===== config.mk =====
export PLATFORM = sky130hd
export DESIGN_NAME = uart_baud_divisor_calc_top
export DESIGN_NICKNAME = d
export VERILOG_FILES = /design/src/hw/rtl/ubd_pkg.sv /design/src/hw/rtl/ubd_div_stage.sv /design/src/hw/rtl/uart_baud_divisor_calc_top.sv
export VERILOG_INCLUDE_DIRS = /design/src /design/src/hw/rtl
export SDC_FILE = /design/constraint.sdc
export NUM_CORES = 2
export LEC_CHECK = 0
export BUFFER_PORTS_ARGS = -buffer_cell sky130_fd_sc_hd__clkbuf_2
export CAP_MARGIN = 20
export CORE_MARGIN = 1.5
export CORE_UTILIZATION = 66
export DETAILED_ROUTE_END_ITERATION = 16
export PLACE_DENSITY = 0.83
export SLEW_MARGIN = 30
export SYNTH_ARGS = -nofsm -noshare
export SYNTH_HDL_FRONTEND = slang
export SYNTH_SLANG_ARGS = --single-unit

===== constraint.sdc =====
create_clock -name i_clk -period 33.5 [get_ports i_clk]
set_input_delay 5.025 -clock i_clk [delete_from_list [all_inputs] [get_ports i_clk]]
set_output_delay 5.025 -clock i_clk [all_outputs]
set_load 0.01 [all_outputs]

===== src/hw/rtl/uart_baud_divisor_calc_top_macros.svh =====
// Assertion macros for the baud divisor calculator.
`ifndef UART_BAUD_DIVISOR_CALC_TOP_MACROS_SVH
`define UART_BAUD_DIVISOR_CALC_TOP_MACROS_SVH

// Same-cycle implication, checked outside reset.
`define UBD_ASSERT_IMPL(lbl, clk, rst_n, ante, cons, msg) \
    lbl: assert property (@(posedge clk) disable iff (!rst_n) (ante) |-> (cons)) \
        else $error(msg);

// Plain invariant, checked outside reset.
`define UBD_ASSERT_ALWAYS(lbl, clk, rst_n, cond, msg) \
    lbl: assert property (@(posedge clk) disable iff (!rst_n) (cond)) \
        else $error(msg);

`endif


===== src/hw/rtl/ubd_pkg.sv =====
// Package: widths, constants and clock-tree helpers for the baud divisor calculator.
`default_nettype none
package ubd_pkg;

    localparam int BAUD_W      = 24;
    localparam int PCLK_W      = 28;
    localparam int CFG_W       = 32;
    localparam int MANT_W      = 24;
    localparam int FRAC_W      = 4;
    localparam int WORD_W      = 16;
    localparam int DIV_NUM_W   = 32;
    localparam int DIV_STEPS   = 4;
    localparam int DIV_STAGES  = DIV_NUM_W / DIV_STEPS;
    localparam int PIPE_DEPTH  = DIV_STAGES + 5;

    localparam logic [1:0]        PLL_SEL       = 2'd2;
    localparam logic [PCLK_W-1:0] OSC_HZ        = 28'd8000000;
    localparam logic [PCLK_W-1:0] HALF_OSC_HZ   = 28'd4000000;
    localparam logic [31:0]       DIV100_MAGIC  = 32'h51EB851F;
    localparam int                DIV100_SHIFT  = 37;
    localparam logic [12:0]       FRAC_MAGIC    = 13'd5243;
    localparam int                FRAC_SHIFT    = 19;
    localparam logic [6:0]        PCT           = 7'd100;
    localparam logic [10:0]       FRAC_BIAS     = 11'd50;
    localparam logic [4:0]        FRAC_FULL     = 5'd16;

    typedef struct packed {
        logic [BAUD_W-1:0]    rem;
        logic [DIV_NUM_W-1:0] nq;
        logic [BAUD_W-1:0]    baud;
        logic [PCLK_W-1:0]    pclk;
        logic                 err;
    } t_div_slot;

    function automatic logic [3:0] ahb_shift(input logic [3:0] code);
        logic [3:0] sh;
        case (code)
            4'd8:    sh = 4'd1;
            4'd9:    sh = 4'd2;
            4'd10:   sh = 4'd3;
            4'd11:   sh = 4'd4;
            4'd12:   sh = 4'd6;
            4'd13:   sh = 4'd7;
            4'd14:   sh = 4'd8;
            4'd15:   sh = 4'd9;
            default: sh = 4'd0;
        endcase
        return sh;
    endfunction

    function automatic logic [2:0] apb_shift(input logic [2:0] code);
        logic [2:0] sh;
        sh = code[2] ? ({1'b0, code[1:0]} + 3'd1) : 3'd0;
        return sh;
    endfunction

    function automatic logic [PCLK_W-1:0] bus_clock(input logic [CFG_W-1:0] cfg);
        logic [5:0]        factor;
        logic [33:0]       prod;
        logic [3:0]        sh;
        if (cfg[3:2] == PLL_SEL) begin
            factor = ({2'b00, cfg[21:18]} + 6'd2) << cfg[16];
        end else begin
            factor = 6'd2;
        end
        prod = 34'(HALF_OSC_HZ) * 34'(factor);
        sh   = ahb_shift(cfg[7:4]) + {1'b0, apb_shift(cfg[13:11])};
        return prod[PCLK_W-1:0] >> sh;
    endfunction

endpackage
`default_nettype wire


===== src/hw/rtl/ubd_div_stage.sv =====
// One registered stage of the restoring divider: DIV_STEPS quotient bits per cycle.
`default_nettype none
module ubd_div_stage (
    input  wire logic               i_clk,
    input  wire logic               i_rst_n,
    input  wire logic               i_valid,
    input  wire ubd_pkg::t_div_slot i_slot,
    output logic                    o_valid,
    output ubd_pkg::t_div_slot      o_slot
);
    import ubd_pkg::*;

    t_div_slot      n_slot;
    logic           r_valid;
    t_div_slot      r_slot;

    always_comb begin
        logic [BAUD_W:0] t;
        n_slot = i_slot;
        for (int k = 0; k < DIV_STEPS; k++) begin
            t = {n_slot.rem, n_slot.nq[DIV_NUM_W-1]};
            n_slot.nq = {n_slot.nq[DIV_NUM_W-2:0], 1'b0};
            if (t >= {1'b0, n_slot.baud}) begin
                t = t - {1'b0, n_slot.baud};
                n_slot.nq[0] = 1'b1;
            end
            n_slot.rem = t[BAUD_W-1:0];
        end
    end

    always_ff @(posedge i_clk) begin
        if (!i_rst_n) begin
            r_valid <= 1'b0;
        end else begin
            r_valid <= i_valid;
        end
    end

    always_ff @(posedge i_clk) begin
        r_slot <= n_slot;
    end

    assign o_valid = r_valid;
    assign o_slot  = r_slot;

endmodule
`default_nettype wire


===== src/hw/rtl/uart_baud_divisor_calc_top.sv =====
// Top level: fractional baud divisor calculator, fully pipelined.
// Usage:
//   Config channel (i_cfg_valid/o_cfg_ready/i_cfg_data) loads the clock control
//   word; ready is always high. Write it only while no item is in flight. The
//   bus clock is derived at write time and held in a register.
//   Command channel: an item is taken at a clock edge with i_start high and
//   o_busy low. o_busy is always low, so one item can enter every cycle.
//   Results pass through the input register, the 8-stage divider (4 quotient
//   bits per stage) and the mantissa, remainder, fraction and output registers;
//   each appears for one cycle, marked by o_valid, and is taken at the edge
//   ending that cycle.
//   Throughput: one item per cycle. The receiver cannot stall the block.
//   Zero baud rate gives o_baud_error high and all other fields zero.
//   Reset (synchronous, active low) sets the bus clock to 8 MHz, as for a zero
//   config word, and drops all items in flight.
`default_nettype none
module uart_baud_divisor_calc_top (
    input  wire logic                           i_clk,
    input  wire logic                           i_rst_n,
    input  wire logic                           i_start,
    output logic                                o_busy,
    input  wire logic [ubd_pkg::BAUD_W-1:0]     i_baud_rate,
    input  wire logic                           i_cfg_valid,
    output logic                                o_cfg_ready,
    input  wire logic [ubd_pkg::CFG_W-1:0]      i_cfg_data,
    output logic                                o_valid,
    output logic [ubd_pkg::MANT_W-1:0]          o_divisor_mantissa,
    output logic [ubd_pkg::FRAC_W-1:0]          o_divisor_fraction,
    output logic [ubd_pkg::WORD_W-1:0]          o_divisor_word,
    output logic [ubd_pkg::PCLK_W-1:0]          o_bus_clock_hz,
    output logic                                o_baud_error
);
    import ubd_pkg::*;

    logic [PCLK_W-1:0]    r_pclk;
    logic                 r_in_vld;
    t_div_slot            r_in_slot;
    logic [29:0]          n_num;
    logic [31:0]          w_num_full;

    logic                 w_vld  [0:DIV_STAGES];
    t_div_slot            w_slot [0:DIV_STAGES];

    logic                 r_m_vld;
    logic [MANT_W-1:0]    r_m_mant;
    logic [29:0]          r_m_q;
    logic [PCLK_W-1:0]    r_m_pclk;
    logic                 r_m_err;
    logic [63:0]          n_m_prod;

    logic                 r_r_vld;
    logic [MANT_W-1:0]    r_r_mant;
    logic [6:0]           r_r_rem;
    logic [PCLK_W-1:0]    r_r_pclk;
    logic                 r_r_err;
    logic [30:0]          n_r_diff;

    logic                 r_f_vld;
    logic [MANT_W-1:0]    r_f_mant;
    logic [4:0]           r_f_frac;
    logic [PCLK_W-1:0]    r_f_pclk;
    logic                 r_f_err;
    logic [10:0]          n_f_scaled;
    logic [23:0]          n_f_prod;

    logic                 r_o_vld;
    logic [MANT_W-1:0]    r_o_mant;
    logic [FRAC_W-1:0]    r_o_frac;
    logic [WORD_W-1:0]    r_o_word;
    logic [PCLK_W-1:0]    r_o_pclk;
    logic                 r_o_err;
    logic [MANT_W-1:0]    n_o_mant;
    logic [FRAC_W-1:0]    n_o_frac;

    assign o_busy      = 1'b0;
    assign o_cfg_ready = 1'b1;

    always_ff @(posedge i_clk) begin
        if (!i_rst_n) begin
            r_pclk <= OSC_HZ;
        end else if (i_cfg_valid && o_cfg_ready) begin
            r_pclk <= bus_clock(i_cfg_data);
        end
    end

    // 25*pclk/4, floor
    assign w_num_full = ({4'b0, r_pclk} << 4) + ({4'b0, r_pclk} << 3) + {4'b0, r_pclk};
    assign n_num      = w_num_full[31:2];

    always_ff @(posedge i_clk) begin
        if (!i_rst_n) begin
            r_in_vld <= 1'b0;
        end else begin
            r_in_vld <= i_start && !o_busy;
        end
    end

    always_ff @(posedge i_clk) begin
        r_in_slot.rem  <= '0;
        r_in_slot.nq   <= {2'b00, n_num};
        r_in_slot.baud <= i_baud_rate;
        r_in_slot.pclk <= r_pclk;
        r_in_slot.err  <= (i_baud_rate == '0);
    end

    assign w_vld[0]  = r_in_vld;
    assign w_slot[0] = r_in_slot;

    for (genvar g = 0; g < DIV_STAGES; g++) begin : g_div
        ubd_div_stage u_stage (
            .i_clk   (i_clk),
            .i_rst_n (i_rst_n),
            .i_valid (w_vld[g]),
            .i_slot  (w_slot[g]),
            .o_valid (w_vld[g+1]),
            .o_slot  (w_slot[g+1])
        );
    end

    // mantissa = q / 100 by reciprocal
    assign n_m_prod = 64'(w_slot[DIV_STAGES].nq) * 64'(DIV100_MAGIC);

    always_ff @(posedge i_clk) begin
        r_m_mant <= n_m_prod[DIV100_SHIFT+MANT_W-1:DIV100_SHIFT];
        r_m_q    <= w_slot[DIV_STAGES].nq[29:0];
        r_m_pclk <= w_slot[DIV_STAGES].pclk;
        r_m_err  <= w_slot[DIV_STAGES].err;
    end

    assign n_r_diff = {1'b0, r_m_q} - 31'(31'(r_m_mant) * 31'(PCT));

    always_ff @(posedge i_clk) begin
        r_r_mant <= r_m_mant;
        r_r_rem  <= n_r_diff[6:0];
        r_r_pclk <= r_m_pclk;
        r_r_err  <= r_m_err;
    end

    // (rem*16 + 50) / 100 by reciprocal
    assign n_f_scaled = {r_r_rem, 4'b0000} + FRAC_BIAS;
    assign n_f_prod   = 24'(n_f_scaled) * 24'(FRAC_MAGIC);

    always_ff @(posedge i_clk) begin
        r_f_mant <= r_r_mant;
        r_f_frac <= n_f_prod[FRAC_SHIFT+4:FRAC_SHIFT];
        r_f_pclk <= r_r_pclk;
        r_f_err  <= r_r_err;
    end

    always_comb begin
        if (r_f_frac == FRAC_FULL) begin
            n_o_mant = r_f_mant + MANT_W'(1);
            n_o_frac = '0;
        end else begin
            n_o_mant = r_f_mant;
            n_o_frac = r_f_frac[FRAC_W-1:0];
        end
    end

    always_ff @(posedge i_clk) begin
        if (r_f_err) begin
            r_o_mant <= '0;
            r_o_frac <= '0;
            r_o_word <= '0;
            r_o_pclk <= '0;
        end else begin
            r_o_mant <= n_o_mant;
            r_o_frac <= n_o_frac;
            r_o_word <= {n_o_mant[WORD_W-FRAC_W-1:0], n_o_frac};
            r_o_pclk <= r_f_pclk;
        end
        r_o_err <= r_f_err;
    end

    always_ff @(posedge i_clk) begin
        if (!i_rst_n) begin
            r_m_vld <= 1'b0;
            r_r_vld <= 1'b0;
            r_f_vld <= 1'b0;
            r_o_vld <= 1'b0;
        end else begin
            r_m_vld <= w_vld[DIV_STAGES];
            r_r_vld <= r_m_vld;
            r_f_vld <= r_r_vld;
            r_o_vld <= r_f_vld;
        end
    end

    assign o_valid            = r_o_vld;
    assign o_divisor_mantissa = r_o_mant;
    assign o_divisor_fraction = r_o_frac;
    assign o_divisor_word     = r_o_word;
    assign o_bus_clock_hz     = r_o_pclk;
    assign o_baud_error       = r_o_err;

    `include "uart_baud_divisor_calc_top_macros.svh"

    `UBD_ASSERT_IMPL(a_err_zeroes, i_clk, i_rst_n, o_valid && o_baud_error,
        (o_divisor_word == '0) && (o_bus_clock_hz == '0) && (o_divisor_mantissa == '0),
        "error result carries nonzero fields")
    `UBD_ASSERT_IMPL(a_strobe_origin, i_clk, i_rst_n, o_valid,
        $past(i_start && !o_busy, PIPE_DEPTH),
        "result strobe without a matching accepted item")
    `UBD_ASSERT_IMPL(a_word_packing, i_clk, i_rst_n, o_valid && !o_baud_error,
        (o_bus_clock_hz != '0) &&
        (o_divisor_word[WORD_W-1:FRAC_W] == o_divisor_mantissa[WORD_W-FRAC_W-1:0]),
        "divisor word or bus clock inconsistent")

endmodule
`default_nettype wire


[Word level (Yosys, flattened, before mapping)]
Memory sizes are Yosys's and may differ from the RTL's.
Cells that the tools add are included.
Storage, ports and cells
  bits of input ports: 60
  word-level logic and storage cells: 225
  flip-flop bits (word level): 1199
  output and inout port bits: 76
  memories kept: 1
  ROM bits: 64
Operators by class
  eq/ne operators: 2
  shift operators: 2
  $add $sub $neg: 39
  magnitude comparators: 32
  multipliers: 4
  reductions and logical operators: 1
  muxes and demuxes: 71
Memory list
  (no name shown): words 16, bits a word 4, rd ports 1, clocked after memory_dff 0, wr ports 0, line ubd_pkg.sv:37  | case (code)
Operators with widths (count)
  25-bit by 24-bit >= comparator with 1-bit output: 31
  24-bit 2-to-1 mux: 32
  24-bit subtractor: 30
  32-bit by 31-bit multiplier with 61-bit output, second input constant: 1
  32-bit by 28-bit adder with 32-bit output: 1
  32-bit by 31-bit adder with 32-bit output: 1
  1-bit 2-to-1 mux: 32
  28-bit by 4-bit right shift with 28-bit output: 1
  24-bit by 1-bit adder with 24-bit output, second input constant: 1
  1-bit by 24-bit >= comparator with 1-bit output, first input constant: 1
  24-bit zero test: 1
  11-bit by 13-bit multiplier with 24-bit output, second input constant: 1
  24-bit by 5-bit multiplier with 5-bit output, second input constant: 1
  1-bit by 24-bit subtractor with 24-bit output, first input constant: 1
  14-bit by 6-bit multiplier with 20-bit output, first input constant: 1
  6-bit 2-to-1 mux: 3
  4-bit 2-to-1 mux: 3
  11-bit by 6-bit adder with 11-bit output, second input constant: 1
  7-bit subtractor: 1
  5-bit by 1-bit left shift with 6-bit output: 1
  4-bit by 2-bit adder with 5-bit output, second input constant: 1
  5-bit == test, second input constant: 1
  4-bit by 3-bit adder with 4-bit output: 1
  2-bit by 1-bit adder with 3-bit output, second input constant: 1
  other kinds (2): 2

[Longest topological paths before layout]
  word-level depth: 8
  gate-level depth with buffers: 60
  gate-level depth less buffers: 55

[Cells and area by module]
A second synthesis with hierarchy kept.
Second synthesis, totals
  cell total of the unflattened synthesis: 10538
  area total of the unflattened synthesis: 97029.3 um^2
Modules (own cells, without submodules)
  ubd_div_stage at g_div[1].u_stage ...: area each 8351.8 um^2, instances 5, cells an instance 957, seq. area each 2202.1 um^2
  uart_baud_divisor_calc_top: area each 30865.9 um^2, instances 1, cells an instance 2983, seq. area each 7006.7 um^2
  ubd_div_stage at g_div[6].u_stage: area each 8210.4 um^2, instances 1, cells an instance 909, seq. area each 2202.1 um^2
  ubd_div_stage at g_div[7].u_stage: area each 8147.8 um^2, instances 1, cells an instance 921, seq. area each 2202.1 um^2
  ubd_div_stage at g_div[0].u_stage: area each 8046.5 um^2, instances 1, cells an instance 940, seq. area each 2202.1 um^2

[Least setup slack after synthesis]
Ideal clock, no wire load.
  path kind: flip-flop to flip-flop
  start: register g_div[2].u_stage.r_slot (netlist bit g_div[2].u_stage.o_slot[30])
  end: register g_div[3].u_stage.r_slot (netlist bit g_div[3].u_stage.o_slot[90])
  arrival: 11.932 ns
  clock period less this slack: 12.055 ns
  data required time: 33.377 ns
  path buffers: 6
  cell stages (with the launch flop): 55
  setup time: 0.123 ns
  slack: 21.445 ns
  cell sequence: dfxtp_1 -> inv_1 -> ha_1 -> nor2b_1 -> o31a_1 -> o31a_1 -> o31ai_1 -> o41a_1 -> o21ai_1 -> a21oi_2 -> buf_2 -> buf_1 -> nor2_1 -> a21oi_1 -> inv_1 -> ha_1 -> a21o_1 -> a221o_1 -> [... 19 more ...] -> buf_6 -> buf_2 -> mux2i_1 -> ha_1 -> nor2b_1 -> o21ai_0 -> a21oi_1 -> o41ai_1 -> o21ai_0 -> o41a_1 -> a21bo_2 -> o21a_1 -> o21ai_0 -> a21oi_1 -> nor2_1 -> o211ai_4 -> buf_6 -> mux2_1
RTL lines
  start, declared: line ubd_div_stage.sv:15  | t_div_slot r_slot;
  start signal, assigned: line ubd_div_stage.sv:40  | r_slot <= n_slot;
  end signal, assigned: line ubd_div_stage.sv:40
  end, declared: line ubd_div_stage.sv:15

==> implementation parameters <==
Parameter                              Value

Floorplanning
  Horizontal die dimension ... 369 microns
  Row cnt ... 134
  Top Ports ... 136
  Placeable core region ... 133000 sq um
  Area of the die ... 136000 sq um
  Effective utilization at floorplan ... 66.4%
  Height of the die ... 369 microns

GRT
  Antenna violations before repair ... 10
  Maximum number of pins on one net before global-route repair ... 58
  Number of global-route vias before repair ... 70000
  All-layer global routing usage ... 33.4%
  Overflow left after global routing ... 0
  Wire length of the first global-routing pass ... 365 mm

Logic synthesis
  Warnings from Yosys ... 0
  Cell accounting for the most synthesized area ... dfxtp_1
  Async S/R FF share, synth ... 0%
  Ranking of synthesized cells by area ... dfxtp_1, ha_1, fa_1
  Gate Count Post-Synth ... 9509
  Fraction of synthesized cell area taken by the top area cell type ... 26.6%
  Top FF cell, synth ... dfxtp_1
  Mean post-synth cell area ... 9.31 sq um
  Flip-flop and latch count after synthesis ... 1175
  Sequential cell area fraction in the yosys report ... 26.6%
  Number of synthesized flops with an enable pin ... 0
  Yosys cell types ... 104
  Post-synthesis instance area ... 88500 sq um

Clock tree
  CTS tree ... done
  Post-CTS clock slew at the launch and capture registers of the worst setup and hold paths ... 0.06 ns
  Clock Sink Count ... 1175
  Post-cts resize count ... 0
  Total CTS buffers ... 113
  Root buffer cell ... clkbuf_16
  Later-pin clock latency in the skew report ... 0.79 ns
  Deepest level of the CTS H-tree ... 3
  Number of hold-repair buffers added at the cts stage ... 0
  Post CTS Setup Buffer Count ... 0
  Maximum count of clock buffers along a single path ... 3

STA
  Fin. max-slew vios ... 0
  Peak Freq ... 66.6 MHz
  Fin Setup TNS ... 0 ns
  Share of the clock period used by the worst path after layout ... 44.8%
  Setup skew after layout ... 0.0789 ns
  Pin slew with the least headroom to its limit ... 0.980 ns
  Final setup violation count ... 0
  Shortest clock period the worst path allows after layout ... 15.02 ns
  Worst slew margin relative to its limit ... 33.8%
  Unrepaired setup endpoints after global routing ... no
  Final Hold Vio Count ... 0

Layout
  Share of final-layout standard cells stronger than drive strength 1 ... 7.91%
  Number of filler instances in the final layout ... 9876
  Commonest non-fill, non-tap cell in the layout ... ha_1
  Commonest cells after routing, fill and taps aside ... ha_1, dfxtp_1, inv_1
  Number of nets in the final layout ... 11400
  Area Growth Syn to Fin ... 7.32%

Route
  Detailed-route vias per instance ... 6.10
  Drt initial violations ... 5389
  Via total after detailed routing ... 70000
  First drt pass iteration count ... 6
  Final wirelength ... 230 mm
  Final routed wire length divided by cell count ... 20.0 microns
  DRC Markers ... 0
  Count of nets left with antenna violations after detail routing ... 0

Setup path
  Critical setup path kind ... reg -> reg
  Cell type with the highest occurrence count on the critical path ... ha_1
  Max Fanout on Critical Path ... 44
  Type of element launching the critical path ... flop
  Required time reported for the critical path endpoint ... 34.12 ns
  Nature of the critical path endpoint ... flop
  Arr. time, crit path ... 15.64 ns
  Slowest-stage cell, CP ... nand4_2
  Biggest cell delay along the critical path ... 0.67 ns

Min path
  Worst min-delay path class ... reg -> reg

Placed design
  Routability congestion estimate ... 0.993
  DP Wirelength ... 184 mm
  Port bufs ... 115

Run
  Number of max-capacitance violations reported ... 0

Outcome
  Status ... finished clean
layout make-up:
class                   instances  area [sq um]  share of cell area, %
clock inverters                61           871                  0.917
repair buffers                149           851                  0.896
inverters                    1052          3950                   4.16
clock buffers                 149          3180                   3.35
diodes                          3          7.51                0.00790
multi-input cells            7124         60400                   63.6
flip-flops and latches       1175         23500                   24.8
well taps                    1768          2210                   2.33
metrics by stage:
stage	hold slack, ns	std cells	utilization, %	setup WS (ns)	instance area [sq um]
6_report	0.272	11500	71.3	18.48	95000
5_1_grt	0.277	11500	71.3	17.70	95000
4_1_cts	0.260	11500	71.2	18.80	94900
3_5_place_dp	0.312	11300	68.2	18.87	90900
3_3_place_gp	0.310	11300	68.2	19.27	90900
2_1_floorplan	0.310	9520	-	21.45	88500
state kept, by name (all words and copies together), names as in the netlist, 3 cells and up:
name and cells:
r_r_pclk 28, o_bus_clock_hz 28, o_divisor_fraction 3, r_m_q 7, r_f_frac 5, r_r_mant 24
g_div.u_stage.o_valid 8, o_divisor_mantissa 24, g_div.u_stage.o_slot 817, r_pclk 28, r_m_pclk 28, r_r_rem 7
r_in_slot 82, r_f_pclk 28, r_m_mant 24, r_f_mant 24
routing by layer:
metal	track usage, %	routed length (microns)	vias to the layer above
met5	0	34	-
met3	4.78	15100	576
met1	42.7	97100	33500
met2	55.8	107000	2455
met4	15.2	10800	6
li1	-	-	33500
cell usage after synthesis, types with 18 or more instances:
library cell,instances
o31ai_1,42
nor3_1,160
a21oi_1,623
o31a_1,27
or3_1,50
mux2_1,18
and3_1,66
or2_2,34
mux2_2,306
o211ai_1,36
dfxtp_1,1175
xnor2_1,447
mux2_4,20
nand2b_1,96
a21boi_0,39
inv_1,1044
nand3_1,148
nor2_1,557
and2_1,49
a22oi_1,27
xor2_1,215
clkbuf_1,89
nor4_1,44
a31o_2,18
a31oi_1,67
o221ai_1,19
o21ai_0,473
buf_4,20
o21bai_1,75
a211oi_1,83
a21o_1,305
nor2b_1,158
ha_1,1270
and4_1,25
a221o_1,26
nand4_1,118
mux2i_1,77
nand2_1,526
buf_2,39
fa_1,475
a211o_1,27
o21a_1,121
worst max-delay path, delay by kind of cell, from the launching register on:
family | cells | cell delay [ns]
mux | 2 | 0.99
flops | 1 | 0.44
buf+inv | 5 | 1.37
simple gates | 13 | 3.16
compound gates | 27 | 7.41
fa+ha+maj | 4 | 1.40
final timing paths:
check | endpoint | from | cells past startpoint | slack [ns]
setup / recovery | g_div[6].u_stage.o_slot[101]$_DFF_P_ | g_div[5].u_stage.o_slot[30]$_DFF_P_ | 51 | 18.48
hold / removal | g_div[6].u_stage.o_slot[74]$_DFF_P_ | g_div[5].u_stage.o_slot[70]$_DFF_P_ | 0 | 0.27
setup reg to reg | g_div[6].u_stage.o_slot[101]$_DFF_P_ | g_div[5].u_stage.o_slot[30]$_DFF_P_ | 51 | 18.48
hold reg to reg | g_div[6].u_stage.o_slot[74]$_DFF_P_ | g_div[5].u_stage.o_slot[70]$_DFF_P_ | 0 | 0.27
kinds of logic after synthesis:
group | count (synthesis) | synth area share, %
AND/OR/NAND/NOR | 2086 | 11.4
XOR/XNOR | 662 | 6.55
adder cells (fa/ha/maj) | 1745 | 28.7
other | 2 | 0.00849
AO/OA/AOI/OAI | 2196 | 16.0
flip-flops | 1175 | 26.6
buffers and inverters | 1221 | 5.37
multiplexers | 422 | 5.36
Power is not shown: default switching activity piles up to over one toggle a cycle in this logic, so the estimate is an artifact.
